[src/hw/rtl/tidt_pkg.sv]
// shared types and constants of the token id detokenizer
`default_nettype none
package tidt_pkg;

  localparam int ENTRIES         = 4096;
  localparam int PIECE_BYTES     = 128;
  localparam int WORDS_PER_ENTRY = (PIECE_BYTES + 7) / 8;
  localparam int ENTRY_W         = $clog2(ENTRIES);
  localparam int WIDX_W          = (WORDS_PER_ENTRY > 1) ? $clog2(WORDS_PER_ENTRY) : 1;
  localparam int PIECE_DEPTH     = ENTRIES * (2 ** WIDX_W);
  localparam int LEN_W           = $clog2(PIECE_BYTES + 1);
  localparam int LIMIT_W         = ENTRY_W + 1;
  localparam int BYTE_IDS        = 256;

  localparam int KIND_W    = 2;
  localparam int INDEX_W   = 12;
  localparam int WINDEX_W  = 4;
  localparam int DATA_W    = 64;
  localparam int ID_W      = 17;
  localparam int PLEN_W    = 7;
  localparam int VCOUNT_W  = 13;
  localparam int BCOUNT_W  = 4;
  localparam int OUTCOME_W = 2;

  localparam logic [KIND_W-1:0] KIND_PIECE  = 2'd0;
  localparam logic [KIND_W-1:0] KIND_ENTRY  = 2'd1;
  localparam logic [KIND_W-1:0] KIND_DECODE = 2'd2;

  localparam logic [OUTCOME_W-1:0] OUT_PIECE   = 2'd0;
  localparam logic [OUTCOME_W-1:0] OUT_BYTE    = 2'd1;
  localparam logic [OUTCOME_W-1:0] OUT_UNKNOWN = 2'd2;

  typedef struct packed {
    logic [KIND_W-1:0]   kind;
    logic [INDEX_W-1:0]  entry;
    logic [WINDEX_W-1:0] word_index;
    logic [DATA_W-1:0]   word_data;
    logic [ID_W-1:0]     token_id;
    logic [LEN_W-1:0]    length;
    logic                final_token;
  } cmd_t;

endpackage
`default_nettype wire

[src/hw/rtl/tidt_front.sv]
// request intake: classifies requests and queues the ones that do work
`default_nettype none
module tidt_front (
  input  wire logic                           clk,
  input  wire logic                           rst,
  input  wire logic                           start,
  output logic                                busy,
  input  wire logic [tidt_pkg::KIND_W-1:0]    kind,
  input  wire logic [tidt_pkg::INDEX_W-1:0]   entry,
  input  wire logic [tidt_pkg::WINDEX_W-1:0]  word_index,
  input  wire logic [tidt_pkg::DATA_W-1:0]    word_data,
  input  wire logic [tidt_pkg::ID_W-1:0]      token_id,
  input  wire logic [tidt_pkg::PLEN_W-1:0]    piece_length,
  input  wire logic                           final_token,
  output logic                                head_valid,
  output tidt_pkg::cmd_t                      head,
  input  wire logic                           pop
);
  import tidt_pkg::*;

  cmd_t       q_mem [2];
  logic       wr_ptr;
  logic       rd_ptr;
  logic [1:0] count;
  logic       entry_ok;
  logic       widx_ok;
  logic       keep;
  logic       push;
  cmd_t       cmd;

  assign entry_ok = (32'(entry) < ENTRIES);
  assign widx_ok  = (32'(word_index) < WORDS_PER_ENTRY);

  // kind three and out of range loads are dropped here
  always_comb begin
    case (kind)
      KIND_PIECE:  keep = entry_ok && widx_ok;
      KIND_ENTRY:  keep = entry_ok;
      KIND_DECODE: keep = 1'b1;
      default:     keep = 1'b0;
    endcase
  end

  always_comb begin
    cmd.kind        = kind;
    cmd.entry       = entry;
    cmd.word_index  = word_index;
    cmd.word_data   = word_data;
    cmd.token_id    = token_id;
    cmd.length      = (32'(piece_length) > PIECE_BYTES) ? LEN_W'(PIECE_BYTES)
                                                         : LEN_W'(piece_length);
    cmd.final_token = final_token;
  end

  assign busy       = (count == 2'd2);
  assign push       = start && !busy && keep;
  assign head_valid = (count != 2'd0);
  assign head       = q_mem[rd_ptr];

  always_ff @(posedge clk) begin
    if (push) begin
      q_mem[wr_ptr] <= cmd;
    end
  end

  always_ff @(posedge clk) begin
    if (rst) begin
      wr_ptr <= 1'b0;
      rd_ptr <= 1'b0;
      count  <= 2'd0;
    end else begin
      if (push) begin
        wr_ptr <= !wr_ptr;
      end
      if (pop) begin
        rd_ptr <= !rd_ptr;
      end
      count <= count + {1'b0, push} - {1'b0, pop};
    end
  end

endmodule
`default_nettype wire

[config.mk]
export PLATFORM = sky130hd
export DESIGN_NAME = tidt_front
export DESIGN_NICKNAME = d
export VERILOG_FILES = /design/src/hw/rtl/tidt_pkg.sv /design/src/hw/rtl/tidt_front.sv
export SDC_FILE = /design/constraint.sdc
export NUM_CORES = 1
export LEC_CHECK = 0
export ABC_AREA = 1
export BUFFER_PORTS_ARGS = -buffer_cell sky130_fd_sc_hd__buf_2
export CORE_MARGIN = 1.5
export CORE_UTILIZATION = 52
export DETAILED_ROUTE_END_ITERATION = 12
export PLACE_DENSITY = 0.79
export RECOVER_POWER = 25
export SLEW_MARGIN = 10
export SYNTH_ARGS = -nofsm -noshare
export SYNTH_HDL_FRONTEND = slang
export SYNTH_SLANG_ARGS = --single-unit
[constraint.sdc]
create_clock -name clk -period 9.3 [get_ports clk]
set_input_delay 1.86 -clock clk [delete_from_list [all_inputs] [get_ports clk]]
set_output_delay 1.86 -clock clk [all_outputs]
set_load 0.02 [all_outputs]
==> impl_metrics.ini <==
[route]
wl_per_cell_um = 18.08
wl_mm = 14.61
drtAntennaViolNets = 0
drt-initial-drc-count = 203
vias_per_cell = 5.153
vias = 4164
dr.pass1.iters = 4
drc_errors = 0

[worst_setup_path]
critPathRequiredTime_ns = 7.44
critPathCaptureType = output port
path_class = flop to output port
path_max_fanout = 59
cp.arrival_ns = 2.72
worstSetupStartpointType = flop

[power]
switching_share = 0.2248
p_comb_frac = 0.125
p_seq_frac = 0.500
internal_power_uw = 1842
powerDensity_nw_per_um2 = 235.3
pwr-share-clk = 0.375
ir_worst_vdd_uv = 175.2
p_leak_uw = 0.003826
power.switching_uw = 534.4

[floorplan]
core_area_um2 = 15200
ios = 221
die_w_um = 127.7
die_area_um2 = 16310
start_util = 0.5321
die_h_um = 127.7
num_rows = 45

[clock_network]
cts.path.max_buffers = 3
post_cts_buffers = 0
cts_hold_buffers = 0
cts.sink_count = 219
cts_tree = done
cts_buffers = 22
htreeDepth = 1
cts-root-buf = clkbuf_16
cts_resized = 0
insertion_delay_ns = 0.49
clkTransAtPathRegs_ns = 0.06

[sta]
timing.final.ws_setup_ns = 4.723
rsz0062_at_grt = false
slew_viol_final = 0
skew_ns = 0.006019
worstMarginPinSlew_ns = 0.7875
tns_ns = 0
fin_hold_ws_ns = 0.5247
setup_violations = 0
fmax_mhz = 218.5
fin_crit_sh = 0.4922
min_period_ns = 4.577
hold_viol = 0
slew_headroom = 0.4750

[synthesis]
synth-seq-cells = 219
synth_top_area_share = 0.7944
synth_area_um2 = 8089
syn_inst = 370
synth_cell_type_count = 17
yosysTopAreaCell = edfxtp_1
avgSynthCellArea_um2 = 21.86
yosys_warnings = 0
netlist_top_cells_area = edfxtp_1 (79%), mux2_2 (11%), mux2_4 (5.6%)
mappedNetlistNets = 483
yosysSeqAreaShare = 0.8068

[layout]
drive_gt1_frac = 0.5565
final_cell_mix = edfxtp_1 (214), buf_2 (196), mux2_2 (77)
fin_nets = 717
multiInputGateArea_um2 = 1445
n_antenna_cell = 0
layout_commonest_cell = edfxtp_1
ff_latch_area_um2 = 6530
area_delta_synth_final_pct = 24.89
nFillCells = 1042
fin_cells = 808

[flow_run]
cap_violations = 0

[global_routing]
grt_max_degree = 60
grt_pass1_vias = 4242
grt_overflow = 0
track_usage = 0.1746
grt_pass1_wl_mm = 21.91
grt_antenna_before_repair = 1

[place]
dp_slack_ns = 5.156
dp_hpwl_mm = 9.600
place_inst = 768
place_congestion = 0.7882
port_buffers = 219

[run_status]
status = finished, final reports clean

[worst_hold_path]
hold_path.class = flop to flop
[state kept, by name (all words and copies together), names as in the netlist, named ones only]
signal	count
count	2
wr_ptr	1
rd_ptr	1
q_mem	214
[cell usage after synthesis, drive strengths merged]
library cell	count
nand3	1
a21oi	1
xnor2	1
nor2	9
inv	7
nand4	1
nand2	7
buf	13
edfxtp	214
ha	2
mux2	107
dfxtp	5
or2	1
conb	1
[kinds of logic (layout without fill, tap and decap cells)]
group           Yosys count  in the layout  synth area share
buf+inv                  20            270           0.01547
flops                   219            219            0.8068
mux                     107            107            0.1629
other cells               1              1         0.0004636
fa+ha+maj                 2              2          0.003093
compound gates            1              1         0.0006181
xor+xnor                  1              1          0.001083
simple gates             19             19          0.009591
[critical path: stages (launching register included)]
cell and delay [ns]:
dfxtp_4 0.86, buf_4 0.76, mux2_2 0.41, buf_2 0.16
[cell type report]
type | count | share of cell area
clock buffer | 38 | 0.07245
sequential | 219 | 0.6464
clock inverter | 2 | 0.003344
multi-input combinational | 131 | 0.1431
timing repair buffer | 223 | 0.1086
inverter | 7 | 0.002849
tap | 188 | 0.02328
[routing by layer]
| metal | wire, um | part of all wire | global-route usage | vias to the layer above |
|---|---|---|---|---|
| li1 | - | - | - | 1907 |
| met4 | 323 | 0.022 | 0.04825 | 2 |
| met3 | 1329 | 0.091 | 0.06344 | 28 |
| met1 | 5476 | 0.37 | 0.2069 | 2037 |
| met2 | 7462 | 0.51 | 0.3023 | 190 |
| met5 | 13 | 0.00089 | 0 | - |
[power groups by stage]
stage	registers [uW]	logic, uW	clock network, uW
global placement	1210	294	0
floorplan	1200	208	0
global route	1190	317	951
finish	1190	298	891
detailed placement	1210	302	0
CTS	1190	303	912
[worst paths after layout]
| path | start | slack [ns] | cells after the start | to |
|---|---|---|---|---|
| worst max-delay path | flop | 4.72 | 3 | head[2] |
| worst min-delay path | rd_ptr | 0.52 | 2 | rd_ptr |
| worst max register to register | count[1] | 6.79 | 7 | q_mem[0][105] |
| worst min register to register | rd_ptr | 0.52 | 2 | rd_ptr |
[through the flow]
stage	utilization	area [um^2]	total power, uW
6_report	0.6645	10100	2377
5_1_grt	0.6645	10100	2463
4_1_cts	0.6664	10130	2405
3_5_place_dp	0.6160	9365	1512
3_3_place_gp	0.6160	9365	1499
2_1_floorplan	-	8089	1410
No activity file was read; power rests on OpenSTA's default activity.
